--- src/rtl/core/mexp_pkg.sv ---
// mexp_pkg: shared constants, types and command codes for the modular
// exponentiation block. No dependencies; imported by every module in rtl/core.
package mexp_pkg;

    // operand width inside the datapath, and width of the port fields
    localparam int OPERAND_WIDTH = 32;
    localparam int FIELD_WIDTH   = 32;
    localparam int CNT_WIDTH     = (OPERAND_WIDTH > 1) ? $clog2(OPERAND_WIDTH) : 1;

    typedef logic [OPERAND_WIDTH-1:0] t_op;
    typedef logic [OPERAND_WIDTH:0]   t_op_ext;
    typedef logic [FIELD_WIDTH-1:0]   t_field;
    typedef logic [CNT_WIDTH-1:0]     t_cnt;

    // controller states
    typedef enum logic [3:0] {
        S_IDLE,
        S_RED_INIT,
        S_RED,
        S_RED_WB,
        S_CHECK,
        S_ACC_INIT,
        S_ACC,
        S_ACC_WB,
        S_SQ_INIT,
        S_SQ,
        S_SQ_WB,
        S_DONE
    } t_state;

    // datapath commands
    typedef enum logic [3:0] {
        DP_NOP,
        DP_LOAD,
        DP_RED_INIT,
        DP_ACC_INIT,
        DP_SQ_INIT,
        DP_STEP,
        DP_WB_BASE,
        DP_WB_ACC,
        DP_WB_SQ
    } t_dp_cmd;

    // datapath status toward the controller
    typedef struct packed {
        logic mod_zero;
        logic exp_zero;
        logic exp_bit0;
        logic exp_rest_zero;
        logic cnt_last;
    } t_dp_stat;

endpackage

--- src/rtl/core/mexp_dp.sv ---
// mexp_dp: datapath with operand registers, bit-serial modular multiplier
// (double then add, one multiplier bit per cycle) and result ports.
// Depends on mexp_pkg.
module mexp_dp (
    input  logic             i_clk,
    input  logic             i_rst_n,
    input  mexp_pkg::t_dp_cmd i_cmd,
    input  mexp_pkg::t_field i_base,
    input  mexp_pkg::t_field i_exponent,
    input  mexp_pkg::t_field i_modulus,
    output mexp_pkg::t_dp_stat o_stat,
    output mexp_pkg::t_field o_power_mod,
    output logic             o_modulus_zero
);
    import mexp_pkg::*;

    t_op  r_base, n_base;
    t_op  r_exp, n_exp;
    t_op  r_mod, n_mod;
    t_op  r_acc, n_acc;
    t_op  r_mm, n_mm;
    t_op  r_mult, n_mult;
    t_op  r_mcand, n_mcand;
    t_cnt r_cnt, n_cnt;

    t_op_ext mod_ext;
    t_op_ext dbl_sum;
    t_op     dbl;
    t_op     addend;
    t_op_ext add_sum;
    t_op     step_res;
    t_op     acc_red;

    // one multiplier step: mm = (2*mm + bit*mcand) mod m
    always_comb begin
        mod_ext  = {1'b0, r_mod};
        dbl_sum  = {r_mm, 1'b0};
        dbl      = (dbl_sum >= mod_ext) ? t_op'(dbl_sum - mod_ext) : t_op'(dbl_sum);
        addend   = r_mult[OPERAND_WIDTH-1] ? r_mcand : '0;
        add_sum  = {1'b0, dbl} + {1'b0, addend};
        step_res = (add_sum >= mod_ext) ? t_op'(add_sum - mod_ext) : t_op'(add_sum);
    end

    // running product reduced: it only reaches m when it is 1 and m is 1
    assign acc_red = (r_acc >= r_mod) ? '0 : r_acc;

    // register updates by command
    always_comb begin
        n_base  = r_base;
        n_exp   = r_exp;
        n_mod   = r_mod;
        n_acc   = r_acc;
        n_mm    = r_mm;
        n_mult  = r_mult;
        n_mcand = r_mcand;
        n_cnt   = r_cnt;
        unique case (i_cmd)
            DP_LOAD: begin
                n_base = t_op'(i_base);
                n_exp  = t_op'(i_exponent);
                n_mod  = t_op'(i_modulus);
                n_acc  = t_op'(1);
            end
            DP_RED_INIT: begin
                // base mod m: shift base bits in with an addend of one
                n_mm    = '0;
                n_mult  = r_base;
                n_mcand = t_op'(1);
                n_cnt   = '0;
            end
            DP_ACC_INIT: begin
                n_mm    = '0;
                n_mult  = r_base;
                n_mcand = acc_red;
                n_cnt   = '0;
            end
            DP_SQ_INIT: begin
                n_mm    = '0;
                n_mult  = r_base;
                n_mcand = r_base;
                n_cnt   = '0;
            end
            DP_STEP: begin
                n_mm   = step_res;
                n_mult = {r_mult[OPERAND_WIDTH-2:0], 1'b0};
                n_cnt  = r_cnt + t_cnt'(1);
            end
            DP_WB_BASE: n_base = r_mm;
            DP_WB_ACC:  n_acc  = r_mm;
            DP_WB_SQ: begin
                n_base = r_mm;
                n_exp  = {1'b0, r_exp[OPERAND_WIDTH-1:1]};
            end
            default: ;
        endcase
    end

    // payload registers, no reset needed
    always_ff @(posedge i_clk) begin
        r_base  <= n_base;
        r_exp   <= n_exp;
        r_mod   <= n_mod;
        r_acc   <= n_acc;
        r_mm    <= n_mm;
        r_mult  <= n_mult;
        r_mcand <= n_mcand;
        r_cnt   <= n_cnt;
    end

    // status toward the controller
    always_comb begin
        o_stat.mod_zero      = (r_mod == '0);
        o_stat.exp_zero      = (r_exp == '0);
        o_stat.exp_bit0      = r_exp[0];
        o_stat.exp_rest_zero = (r_exp[OPERAND_WIDTH-1:1] == '0);
        o_stat.cnt_last      = (r_cnt == t_cnt'(OPERAND_WIDTH - 1));
    end

    // result word
    assign o_modulus_zero = (r_mod == '0);
    assign o_power_mod    = o_modulus_zero ? '0 : t_field'(r_acc);

    logic unused_rst;
    assign unused_rst = i_rst_n;

endmodule

--- src/rtl/core/mexp_ctrl.sv ---
// mexp_ctrl: controller state machine that sequences base reduction and the
// square-and-multiply loop over the exponent bits. Depends on mexp_pkg.
module mexp_ctrl (
    input  logic               i_clk,
    input  logic               i_rst_n,
    input  logic               start,
    output logic               busy,
    output logic               o_valid,
    input  mexp_pkg::t_dp_stat i_stat,
    output mexp_pkg::t_dp_cmd  o_cmd
);
    import mexp_pkg::*;

    t_state r_state, n_state;

    // state register
    always_ff @(posedge i_clk) begin
        if (!i_rst_n) begin
            r_state <= S_IDLE;
        end else begin
            r_state <= n_state;
        end
    end

    // next state and commands
    always_comb begin
        n_state = r_state;
        o_cmd   = DP_NOP;
        busy    = 1'b1;
        o_valid = 1'b0;
        unique case (r_state)
            S_IDLE: begin
                busy = 1'b0;
                if (start) begin
                    o_cmd   = DP_LOAD;
                    n_state = S_RED_INIT;
                end
            end
            S_RED_INIT: begin
                if (i_stat.mod_zero) begin
                    n_state = S_DONE;
                end else begin
                    o_cmd   = DP_RED_INIT;
                    n_state = S_RED;
                end
            end
            S_RED: begin
                o_cmd = DP_STEP;
                if (i_stat.cnt_last) n_state = S_RED_WB;
            end
            S_RED_WB: begin
                o_cmd   = DP_WB_BASE;
                n_state = S_CHECK;
            end
            // examine the lowest remaining exponent bit
            S_CHECK: begin
                if (i_stat.exp_zero) begin
                    n_state = S_DONE;
                end else if (i_stat.exp_bit0) begin
                    n_state = S_ACC_INIT;
                end else begin
                    n_state = S_SQ_INIT;
                end
            end
            S_ACC_INIT: begin
                o_cmd   = DP_ACC_INIT;
                n_state = S_ACC;
            end
            S_ACC: begin
                o_cmd = DP_STEP;
                if (i_stat.cnt_last) n_state = S_ACC_WB;
            end
            S_ACC_WB: begin
                // last exponent bit: the final square is not needed
                o_cmd   = DP_WB_ACC;
                n_state = i_stat.exp_rest_zero ? S_DONE : S_SQ_INIT;
            end
            S_SQ_INIT: begin
                o_cmd   = DP_SQ_INIT;
                n_state = S_SQ;
            end
            S_SQ: begin
                o_cmd = DP_STEP;
                if (i_stat.cnt_last) n_state = S_SQ_WB;
            end
            S_SQ_WB: begin
                o_cmd   = DP_WB_SQ;
                n_state = S_CHECK;
            end
            S_DONE: begin
                o_valid = 1'b1;
                n_state = S_IDLE;
            end
            default: n_state = S_IDLE;
        endcase
    end

endmodule

--- src/rtl/core/modular_exponentiation.sv ---
// modular_exponentiation: top level, base^exponent mod modulus by
// right-to-left square-and-multiply. Depends on mexp_pkg, mexp_ctrl, mexp_dp.
//
//   channel | handshake          | ports
//   --------+--------------------+---------------------------------------------
//   input   | start & !busy      | i_base, i_exponent, i_modulus
//   result  | o_valid (1 cycle)  | o_power_mod, o_modulus_zero
//
// One item at a time. Base reduction runs an init state, one multiplier step
// per operand bit and a write-back; each exponent bit then costs a check state
// plus modular multiplies of that same form: one multiply for a zero bit,
// two for a one bit, none for the square after the top set bit. After the
// strobe the block returns to idle, where the next word is taken.
// A zero modulus skips the reduction and strobes with the flag set.
// Reset is synchronous, active low, and returns the controller to idle.
// The result word stays on its ports until the next word is taken; the receiver cannot stall.
module modular_exponentiation (
    input  logic             i_clk,
    input  logic             i_rst_n,
    input  logic             start,
    output logic             busy,
    input  mexp_pkg::t_field i_base,
    input  mexp_pkg::t_field i_exponent,
    input  mexp_pkg::t_field i_modulus,
    output logic             o_valid,
    output mexp_pkg::t_field o_power_mod,
    output logic             o_modulus_zero
);
    import mexp_pkg::*;

    t_dp_cmd  dp_cmd;
    t_dp_stat dp_stat;

    // sequencer
    mexp_ctrl u_ctrl (
        .i_clk   (i_clk),
        .i_rst_n (i_rst_n),
        .start   (start),
        .busy    (busy),
        .o_valid (o_valid),
        .i_stat  (dp_stat),
        .o_cmd   (dp_cmd)
    );

    // operand registers and modular multiplier
    mexp_dp u_dp (
        .i_clk          (i_clk),
        .i_rst_n        (i_rst_n),
        .i_cmd          (dp_cmd),
        .i_base         (i_base),
        .i_exponent     (i_exponent),
        .i_modulus      (i_modulus),
        .o_stat         (dp_stat),
        .o_power_mod    (o_power_mod),
        .o_modulus_zero (o_modulus_zero)
    );

endmodule

--- config.mk ---
export PLATFORM = sky130hd
export DESIGN_NAME = modular_exponentiation
export DESIGN_NICKNAME = d
export VERILOG_FILES = /design/src/rtl/core/mexp_pkg.sv /design/src/rtl/core/mexp_dp.sv /design/src/rtl/core/mexp_ctrl.sv /design/src/rtl/core/modular_exponentiation.sv
export SDC_FILE = /design/constraint.sdc
export NUM_CORES = 1
export LEC_CHECK = 0
export ABC_AREA = 1
export BUFFER_PORTS_ARGS = -buffer_cell sky130_fd_sc_hd__buf_2
export CAP_MARGIN = 15
export CORE_MARGIN = 2
export CORE_UTILIZATION = 50
export CTS_BUF_LIST = sky130_fd_sc_hd__clkbuf_8 sky130_fd_sc_hd__clkbuf_16
export CTS_CLUSTER_SIZE = 30
export DETAILED_ROUTE_END_ITERATION = 8
export PLACE_DENSITY = 0.68
export SETUP_SLACK_MARGIN = 0.4
export SYNTH_ARGS = -nofsm -noshare
export SYNTH_HDL_FRONTEND = slang
export SYNTH_SLANG_ARGS = --single-unit
--- constraint.sdc ---
create_clock -name i_clk -period 5.7 [get_ports i_clk]
set_input_delay 0.57 -clock i_clk [delete_from_list [all_inputs] [get_ports i_clk]]
set_output_delay 0.57 -clock i_clk [all_outputs]
set_load 0.005 [all_outputs]
==> impl_results.md, run 1 <==
- Async set-reset flop share out of synthesis: 0%
- Critical path's largest stage delay: 0.43 ns
- Post-route insts no fill: 3,711
- Remaining design rule violation count: 0
- Mapped Cells: 2,695
- Placed Instances: between 3k and 4k
- H-tree levels: 1
- Crit path launch type: flop
- Drt first pass iters: 6
- Cts hold-fix bufs: 0
- Fmax: 0.1791 GHz
- Total die area: 38,980 um^2
- CP Capture Type: flop
- Worst-Skew Late Latency: 0.60 ns
- Final GP Congestion: 1.068
- Initial drt markers: ~2k
- Height of the die: roughly 200 um
- Ys flop type: edfxtp_1
- Post-Synth Adder-Cell Area: a little under a tenth
- Post-synth EDFFs: 229
- Total CTS buffers: 26
- Layout fillers: 2,977
- Max Slew Vio Count: 0
- Measured slew at the worst slew-check pin: 1.126 ns
- Largest net degree at the start of global routing: 70
- Routed WL: 76,490 um
- Hpwl dp: 58,820 um
- Clk root buf: clkbuf_16
- Wire per inst: 20.61 um
- Hold Violations, Final: 0
- Sequential area share after synthesis: 37.18%
- Crit-path max FO: 6
- Reg clk slew, reported paths: roughly 0.080 ns
- Mean Syn Cell Area: 6.942 um^2
- Required time of the worst setup path: around 6.0 ns
- Yosys reg bits: 233
- Clk sinks: between 200 and 250
- Proportion of synthesized area in mux cells: 0.6621%
- DIE WIDTH: 197.4 um
- Layout Nets: 3,454
- Vias in the first global route: between 15k and 20k
- GRT Total Usage: a little under two fifths
- Placement row count: 70
- Synth warn: 0
- PortBufs: approximately 130
- I/O pin count: 134
- Distinct cell type count after synthesis: 41
- DR vias/cell: ~5.5
- Vias: around 20k
- Top cell by count, worst path: buf_4
- Slew margin rel.: 24.74%
- Final critical-path share of the clock period: between 90% and 100%
- Crit path DAT: approximately 6 ns
- Simple-gate share of the synthesized area: about 33%
- Placeable Area: between 30,000 and 40,000 um^2
- Final Critical Period: 5.583 ns
- Setup violators final: 0
- Layout cells sized above 1: 32.33%
- Synthesized net count: 2,927
- Synth Area in Compound Gates: 7.122%
- XOR/XNOR Fraction of Synth Area: 2.434%
- Setup CP Type: flop to flop
- Global-route wire length before repair: 111,200 um
- HP Class: primary input to flop
- Congestion Overflow GR: 0
- CP max stage cell: edfxtp_1
- Max Cap Violations: 0
- Synth-to-layout area growth: 39.56%
- Initial antenna violation count: 0
- Mapped cell area: ~19,000 um^2
- Max Buffers Root-to-Sink: 3
- CTS tree: yes
- Clock skew: 0.02748 ns
- RSZ-0062 raised after global routing: yes
- Outcome: completed
- Initial Utilization: roughly half
- Main combinational cell family by area after synthesis: simple AND/OR/NAND/NOR gates
- Post-route ant nets: 0
==> sequential cells by signal, indices dropped and copies added (netlist names) <==
signal / flops
u_dp.r_mm: 32
u_dp.r_mcand: 32
u_dp.r_base: 32
u_dp.r_exp: 32
u_ctrl.r_state: 4
u_dp.r_mult: 32
u_dp.r_mod: 32
u_dp.r_acc: 32
u_dp.r_cnt: 5
==> final timing paths <==
kind | startpoint | slack (ns) | cells past startpoint | end
worst max register to register | u_dp.r_mod[1]$_DFFE_PP_ | 0.12 | 38 | u_dp.r_mm[17]$_SDFFCE_PN0P_
worst min-delay path | i_modulus[18] | 0.14 | 1 | u_dp.r_mod[18]$_DFFE_PP_
worst max-delay path | u_dp.r_mod[1]$_DFFE_PP_ | 0.12 | 38 | u_dp.r_mm[17]$_SDFFCE_PN0P_
worst min register to register | u_ctrl.r_state[3]$_SDFFE_PN0P_ | 0.51 | 2 | u_ctrl.r_state[0]$_SDFFE_PN0P_
==> layout make-up <==
class	count	area (um^2)	share of cell area, %
tap	468	585.6	2.243
antenna	1	2.502	0.009584
multi-input combinational	1955	11830	45.30
inverter	448	1689	6.469
clock inverter	22	190.2	0.7284
timing repair buffer	558	4208	16.12
sequential	233	6957	26.64
clock buffer	26	650.6	2.492
==> placed cells by master, fill, tap and decap left out, types with 19 or more instances in the layout <==
cell,synthesis,routed
nor2_4,2,37
nand2_1,922,817
ha_1,130,67
nor2_1,331,257
o21ai_1,1,19
buf_2,8,133
nand2_2,14,90
nand3_1,103,88
o21ai_0,114,84
edfxtp_1,229,229
nor2_2,24,63
clkbuf_16,0,28
inv_1,440,394
ha_4,0,54
a21oi_1,102,57
nand2_4,0,28
xor2_1,48,39
a21oi_2,5,41
nand4_1,74,74
buf_4,5,391
inv_2,8,57
==> kinds of logic (layout without fill, tap and decap cells) <==
group / Yosys count / after routing
adder cells (fa/ha/maj): 133 / 133
flip-flops: 233 / 233
other: 0 / 1
AND/OR/NAND/NOR: 1510 / 1510
AO/OA/AOI/OAI: 249 / 249
multiplexers: 11 / 11
XOR/XNOR: 52 / 52
buffers and inverters: 507 / 1054
==> layer usage <==
metal  track usage [%]  part of all wire (%)
met1             49.97                    40
met2             59.92                    45
met3             6.966                   9.1
met4             20.30                   6.0
met5                 0                     0
==> cells in the mapped netlist, types with 8 or more instances <==
library cell | number | share of area [%]
nand2_1 | 922 | 18
nor2_2 | 24 | 0.80
a21oi_1 | 102 | 2.7
ha_1 | 130 | 8.7
buf_2 | 8 | 0.21
clkbuf_1 | 35 | 0.70
nand2_2 | 14 | 0.47
inv_2 | 8 | 0.16
nand4_1 | 74 | 2.5
inv_1 | 440 | 8.8
edfxtp_1 | 229 | 37
nor3_1 | 24 | 0.64
o21bai_1 | 13 | 0.52
mux2_2 | 11 | 0.66
xor2_1 | 48 | 2.2
o21ai_0 | 114 | 3.0
nor2_1 | 331 | 6.6
nand3_1 | 103 | 2.8
==> repair_timing <==
item                                    4_1_cts  5_1_grt
pin swaps                                    49      136
endpoints found under the setup margin       32       32
buffers inserted                             32       31
resized for setup                           238      290
cloned                                        3        2
==> critical path: cells and delay by family (launching register included) <==
family,cells,cell delay [ns]
AO/OA/AOI/OAI,2,0.24
adder cells (fa/ha/maj),4,1.07
buffers and inverters,12,1.31
AND/OR/NAND/NOR,20,2.23
flip-flops,1,0.43
==> through the flow <==
stage	setup TNS [ns]	area, um^2	utilization, %	worst slack (ns)	hold slack, ns
2_1_floorplan	0	18710	-	0.7465	0.4577
3_3_place_gp	-3.759	22400	61.05	-0.1745	0.4772
3_5_place_dp	-4.965	22400	61.05	-0.2064	0.5036
4_1_cts	0	24580	66.97	0.2327	0.1259
5_1_grt	-1.985	26110	71.14	-0.1114	0.1448
6_report	0	26110	71.15	0.1171	0.1433
Power of run 1 is left out: the tool's default activity adds up to more than one toggle a clock period on the data nets, which glitch-free logic cannot reach.
==> run 2: changes to the inputs <==
--- a/config.mk
+++ b/config.mk
@@ -9,5 +9,5 @@
 export BUFFER_PORTS_ARGS = -buffer_cell sky130_fd_sc_hd__buf_2
 export CAP_MARGIN = 15
-export CORE_MARGIN = 2
+export CORE_MARGIN = 3
 export CORE_UTILIZATION = 50
 export CTS_BUF_LIST = sky130_fd_sc_hd__clkbuf_8 sky130_fd_sc_hd__clkbuf_16
==> constraint.sdc (replaced) <==
create_clock -name i_clk -period 5.7 [get_ports i_clk]
set_input_delay 0.57 -clock i_clk [delete_from_list [all_inputs] [get_ports i_clk]]
set_output_delay 0.57 -clock i_clk [all_outputs]
set_load 0.05 [all_outputs]
==> impl_results.md, run 2 (synthesis results as in run 1) <==
- Max Buffers Root-to-Sink: 3
- Pre-CTS setup slack: -0.3703 ns
- Layout Nets: 3,546
- Hpwl dp: 59,560 um
- Routed WL: a little over 80,000 um
- Required time of the worst setup path: ~6.1 ns
- Initial drt markers: 2,302
- Wire per inst: 21.55 um
- HP Class: primary input to flop
- Max Slew Vio Count: 0
- Initial antenna violation count: 1
- Placeable Area: 36,790 um^2
- Final GP Congestion: 1.085
- Top cell by count, worst path: nand2_2
- GRT Total Usage: between 30% and 40%
- Layout cells sized above 1: 41.54%
- Final Critical Period: 5.498 ns
- Largest net degree at the start of global routing: 70
- PortBufs: 133
- Global-route wire length before repair: ~110,000 um
- Measured slew at the worst slew-check pin: 1.130 ns
- Setup violators final: 0
- Multi-input gate area: approximately 13,000 um^2
- Post-route met1 wirelength: 30,630 um
- Crit-path max FO: 4
- Cts hold-fix bufs: 0
- Register area: about 7000 um^2
- Synth-to-layout area growth: 51.20%
- Remaining design rule violation count: 0
- DIE WIDTH: between 150 and 200 um
- Max Cap Violations: 0
- Placement row count: 70
- Clk root buf: clkbuf_16
- Hold Violations, Final: 0
- Setup tns final: 0 ns
- Worst Hold Slack: roughly 0.17 ns
- Setup ws final: 0.2022 ns
- Setup CP Type: flop to flop
- Reg clk slew, reported paths: 0.08 ns
- Final critical-path share of the clock period: a little under 100%
- Vias: 21.39k
- RSZ-0062 raised after global routing: yes
- CP max stage cell: edfxtp_1
- Vias in the first global route: around 20k
- Post-route ant nets: 0
- Clk sinks: roughly 230
- Clock skew: 0.02304 ns
- Commonest non-fill, non-tap cell in the layout: nand2_1
- Most frequent cells in the layout: nand2_1, buf_4, inv_1
- CTS tree: yes
- Top routing layer used: met4
- Crit path DAT: 5.93 ns
- Congestion Overflow GR: 0
- DR vias/cell: 5.625
- Slew margin rel.: between 20% and 30%
- Layout fillers: 2,591
- Crit path launch type: flop
- CP Capture Type: flop
- I/O pin count: 134
- Worst-Skew Late Latency: 0.58 ns
- Drt first pass iters: 7
- Height of the die: roughly 200 um
- Total die area: a little under 40,000 um^2
- H-tree levels: 1
- Critical path's largest stage delay: 0.47 ns
- Outcome: completed
- Met2 wire length: 36,410 um
- Fmax: 0.1819 GHz
- Total CTS buffers: 26
- Metal3 WL: 8668 um
- Initial Utilization: between 50% and 60%
## run 2: metal layers
layer / global-route usage (%) / vias up
met5: 0 / -
met4: 20.34 / 0
met2: 59.39 / 1210
met1: 48.24 / 10000
met3: 8.818 / 350
li1: - / 9823
## run 2: final cells by class
cell class	instances	share of cell area [%]
Multi-Input combinational cell	1955	46.44
Sequential cell	233	24.59
Timing Repair Buffer	650	17.76
Inverter	448	5.989
Clock buffer	26	2.300
Tap cell	468	2.070
Clock inverter	20	0.8271
Antenna cell	2	0.01769
## run 2: repair_timing
| item | in CTS | in global routing |
|---|---|---|
| resized for setup | 248 | 628 |
| pin swaps | 62 | 263 |
| gates cloned | 3 | 6 |
| setup endpoints to repair | 32 | 32 |
| buffers inserted | 34 | 66 |
## run 2: worst paths after layout
| path | end | from | slack [ns] | cells after the start |
|---|---|---|---|---|
| max | u_dp.r_mm[13]$_SDFFCE_PN0P_ | u_dp.r_mod[1]$_DFFE_PP_ | 0.20 | 34 |
| min | u_dp.r_mod[31]$_DFFE_PP_ | i_modulus[31] | 0.17 | 1 |
| max reg2reg | u_dp.r_mm[13]$_SDFFCE_PN0P_ | u_dp.r_mod[1]$_DFFE_PP_ | 0.20 | 34 |
| min reg2reg | u_ctrl.r_state[0]$_SDFFE_PN0P_ | u_ctrl.r_state[3]$_SDFFE_PN0P_ | 0.51 | 2 |
## run 2: through the flow
| stage | util [%] | instances | area (um^2) |
|---|---|---|---|
| final | 76.90 | 3802 | 28290 |
| after global routing | 76.89 | 3800 | 28280 |
| after CTS | 68.51 | 3724 | 25200 |
| after detailed placement | 62.03 | 3641 | 22820 |
| after global placement | 62.03 | 3641 | 22820 |
| after floorplan | - | 2695 | 18710 |
## run 2: worst max-delay path, delay by kind of cell (launching register included)
family / cells / cell delay [ns]
flip-flops: 1 / 0.47
XOR/XNOR: 3 / 0.68
buffers and inverters: 10 / 1.26
adder cells (fa/ha/maj): 3 / 0.96
AO/OA/AOI/OAI: 2 / 0.24
AND/OR/NAND/NOR: 16 / 1.72
Power of run 2 is left out for the same reason.
==> run 3: changes to the inputs <==
Settings changed: CORE_UTILIZATION 50 to 62, PLACE_DENSITY 0.68 to 0.82.
==> impl_results.md, run 3 <==
- Clk root buf: clkbuf_16
- Exit stage: 5_1_grt
- Mean Syn Cell Area: 6.942 um^2
- Initial Utilization: around 64%
- Placement row count: 62
- Congestion Overflow GR: 346
- Most common cell in the netlist: nand2_1
- Async set-reset flop share out of synthesis: 0%
- Pre-CTS setup slack: -0.2347 ns
- Mapped Cells: 2,695
- Height of the die: between 150 and 200 um
- Total CTS buffers: 26
- Sequential area share after synthesis: 37.18%
- Post-synth EDFFs: 229
- Yosys top cell by area: edfxtp_1
- Largest cells by area after synthesis: edfxtp_1, nand2_1, inv_1
- GR repair worst EP: u_dp.r_mm[24]$_SDFFCE_PN0P_/D
- Distinct cell type count after synthesis: 41
- I/O pin count: 134
- Final GP Congestion: 1.106
- Largest net degree at the start of global routing: 70
- Clk sinks: 233
- Post-synth top cells: nand2_1, inv_1, nor2_1
- H-tree levels: 1
- Top cell type's share of synthesized area: 36.76%
- GRT Total Usage: 84.53%
- DIE WIDTH: 179.7 um
- PortBufs: 133
- Cts hold-fix bufs: 0
- DP Area: 21,970 um^2
- Hpwl dp: 59,160 um
- Max Buffers Root-to-Sink: 3
- Placed Instances: between 3k and 4k
- Yosys reg bits: 233
- Ys flop type: edfxtp_1
- Mapped cell area: between 15,000 and 20,000 um^2
- Outcome: stopped before the end
- Run Error: [ERROR GRT-0232] Routing congestion too high. Check the congestion heatmap in the GUI.
- Synth warn: 0
- WEP type: sequential cell input
- Synthesized net count: 2,927
run 3: cell families after synthesis:
group | count (synthesis) | synth area share, %
multiplexers | 11 | 0.6621
flip-flops | 233 | 37.18
XOR/XNOR | 52 | 2.434
AO/OA/AOI/OAI | 249 | 7.122
AND/OR/NAND/NOR | 1510 | 33.04
buffers and inverters | 507 | 10.54
adder cells (fa/ha/maj) | 133 | 9.015
run 3: timing repair:
item / CTS
setup buffers: 31
cloned: 3
pin swaps: 72
resized for setup: 241
endpoints found under the hold margin: 0
endpoints found under the setup margin: 32
run 3: per-stage QoR:
stage,setup TNS [ns],utilization (%)
after floorplan,0,-
after global placement,-0.1124,75.14
after detailed placement,-4.342,75.14
after CTS,0,82.69
run 3: metal layers:
metal | GRT overflow | GRT usage, %
met3 | 14 | 74.41
met2 | 195 | 97.18
met4 | 129 | 87.59
met1 | 8 | 82.37
met5 | 0 | 44.44
==> run 4: changes to the inputs <==
Settings changed: CORE_UTILIZATION 62 to 40, CTS_BUF_LIST sky130_fd_sc_hd__clkbuf_8 sky130_fd_sc_hd__clkbuf_16 to unset, CTS_CLUSTER_SIZE 30 to unset, PLACE_DENSITY 0.82 to unset, PLACE_DENSITY_LB_ADDON set to 0.15, SETUP_SLACK_MARGIN 0.4 to unset.
==> impl_results.md, run 4 (synthesis results as in run 1) <==
- Setup CP Type: flop to flop
- Setup violators final: 0
- H-tree levels: 1
- HP Class: primary input to flop
- I/O pin count: around 130
- Outcome: completed
- Vias in the first global route: a little under 20k
- Layout Nets: 3,513
- RSZ-0062 raised after global routing: yes
- Initial Utilization: 40.88%
- Hpwl dp: 62,960 um
- Measured slew at the worst slew-check pin: around 0.73 ns
- Synth-to-layout area growth: 41.74%
- Largest net degree at the start of global routing: between 60 and 70
- Total die area: roughly 49,000 um^2
- Reg clk slew, reported paths: 0.07 ns
- Congestion Overflow GR: 0
- Worst-Skew Late Latency: 0.59 ns
- Remaining design rule violation count: 0
- M3 GR Usage: approximately 3.3%
- Routed WL: 79,060 um
- Bufs and invs on worst path: 9
- Critical path's largest stage delay: 0.53 ns
- Slew margin rel.: 51.40%
- Worst Hold Depth: 1
- CTS tree: yes
- Endpoint, Worst Hold: u_dp.r_mod[19]$_DFFE_PP_
- Layout cells sized above 1: 31.63%
- Fmax: roughly 0.18 GHz
- R2r endpoint: u_dp.r_mm[2]$_SDFFCE_PN0P_
- Met1 Usage GRT: roughly 43%
- Total CTS buffers: 27
- Wire per inst: 20.26 um
- PortBufs: 133
- GRT Total Usage: 30.52%
- Max Buffers Root-to-Sink: 3
- Height of the die: 222.3 um
- Final GP Congestion: just over 1
- DIE WIDTH: 222.3 um
- Cell depth of the worst flop-to-flop path: 40
- DP Area: 23,130 um^2
- R2r setup slk: 0.13 ns
- Post-route ant nets: 0
- Top cell by count, worst path: nand2_2
- Clk root buf: clkbuf_16
- Final Instance Area: 26,520 um^2
- DR vias/cell: 5.141
- Max Slew Vio Count: 0
- Placeable Area: approximately 46,000 um^2
- Final critical-path share of the clock period: between 90% and 100%
- Placement row count: 78
- Crit path launch type: flop
- Commonest non-fill, non-tap cell in the layout: nand2_1
- CP Capture Type: flop
- Global-route wire length before repair: between 100,000 and 150,000 um
- Crit-path max FO: 5
- Most frequent cells in the layout: nand2_1, buf_4, inv_1
- Clk sinks: 233
- Max Cap Violations: 0
- Initial antenna violation count: 2
- Grt met2 use: 48.55%
- Cts hold-fix bufs: 0
- Drt first pass iters: 5
- Clock skew: 0.02610 ns
- CP max stage cell: edfxtp_1
- Crit path DAT: between 5 and 6 ns
- Min-delay src: i_modulus[19]
- Vias: 20.07k
- Crit path max-delay family: simple AND/OR/NAND/NOR gates
- Final Critical Period: 5.571 ns
- Reg2reg start: u_dp.r_mm[23]$_SDFFCE_PN0P_
- Hold Violations, Final: 0
- Initial drt markers: 1,692
- Required time of the worst setup path: 6.03 ns
- GR peak layer: met2
## run 4: worst max path at each step
stage | end | cells past startpoint | from
6_report | u_dp.r_mm[2]$_SDFFCE_PN0P_ | 40 | u_dp.r_mm[23]$_SDFFCE_PN0P_
5_1_grt | u_dp.r_mm[30]$_SDFFCE_PN0P_ | 40 | u_dp.r_mm[23]$_SDFFCE_PN0P_
3_5_place_dp | u_dp.r_mm[22]$_SDFFCE_PN0P_ | 33 | u_dp.r_mm[29]$_SDFFCE_PN0P_
2_1_floorplan | u_dp.r_mm[14]$_SDFFCE_PN0P_ | 41 | u_dp.r_mod[1]$_DFFE_PP_
3_3_place_gp | u_dp.r_mm[22]$_SDFFCE_PN0P_ | 34 | u_dp.r_mm[29]$_SDFFCE_PN0P_
4_1_cts | u_dp.r_mm[2]$_SDFFCE_PN0P_ | 35 | u_dp.r_mm[29]$_SDFFCE_PN0P_
## run 4: metal layers
metal | routed length (um) | vias up
met2 | 35280 | 654
met5 | 13 | -
met1 | 35270 | 9498
met4 | 3288 | 2
li1 | - | 9776
met3 | 5201 | 135
## run 4: cell type report
cell class / instances / area [um^2]
Antenna cell: 2 / 5.005
Clock inverter: 19 / 196.4
Sequential cell: 233 / 6957
Inverter: 448 / 1689
Tap cell: 600 / 750.7
Timing Repair Buffer: 615 / 4618
Clock buffer: 30 / 686.9
Fill cell: 4342 / 19250
Multi-Input combinational cell: 1956 / 11610
## run 4: repair_timing
item / CTS / global route
endpoints found under the setup margin: 32 / 32
setup buffers: 15 / 32
resized for setup: 102 / 340
pin swaps: 27 / 97
cloned: 2 / 7
## run 4: stage by stage
step	setup slack, ns	cells	hold slack (ns)	setup TNS [ns]	util [%]
global placement	-0.7838	3794	0.4773	-19.87	50.53
global route	-0.1421	3901	0.1489	-2.921	57.92
detailed placement	-0.7339	3794	0.4921	-18.73	50.53
CTS	0.001097	3860	0.1369	0	53.72
finish	0.1288	3903	0.1513	0	57.94
floorplan	0.7465	2695	0.4577	0	-
Power of run 4 is left out for the same reason.
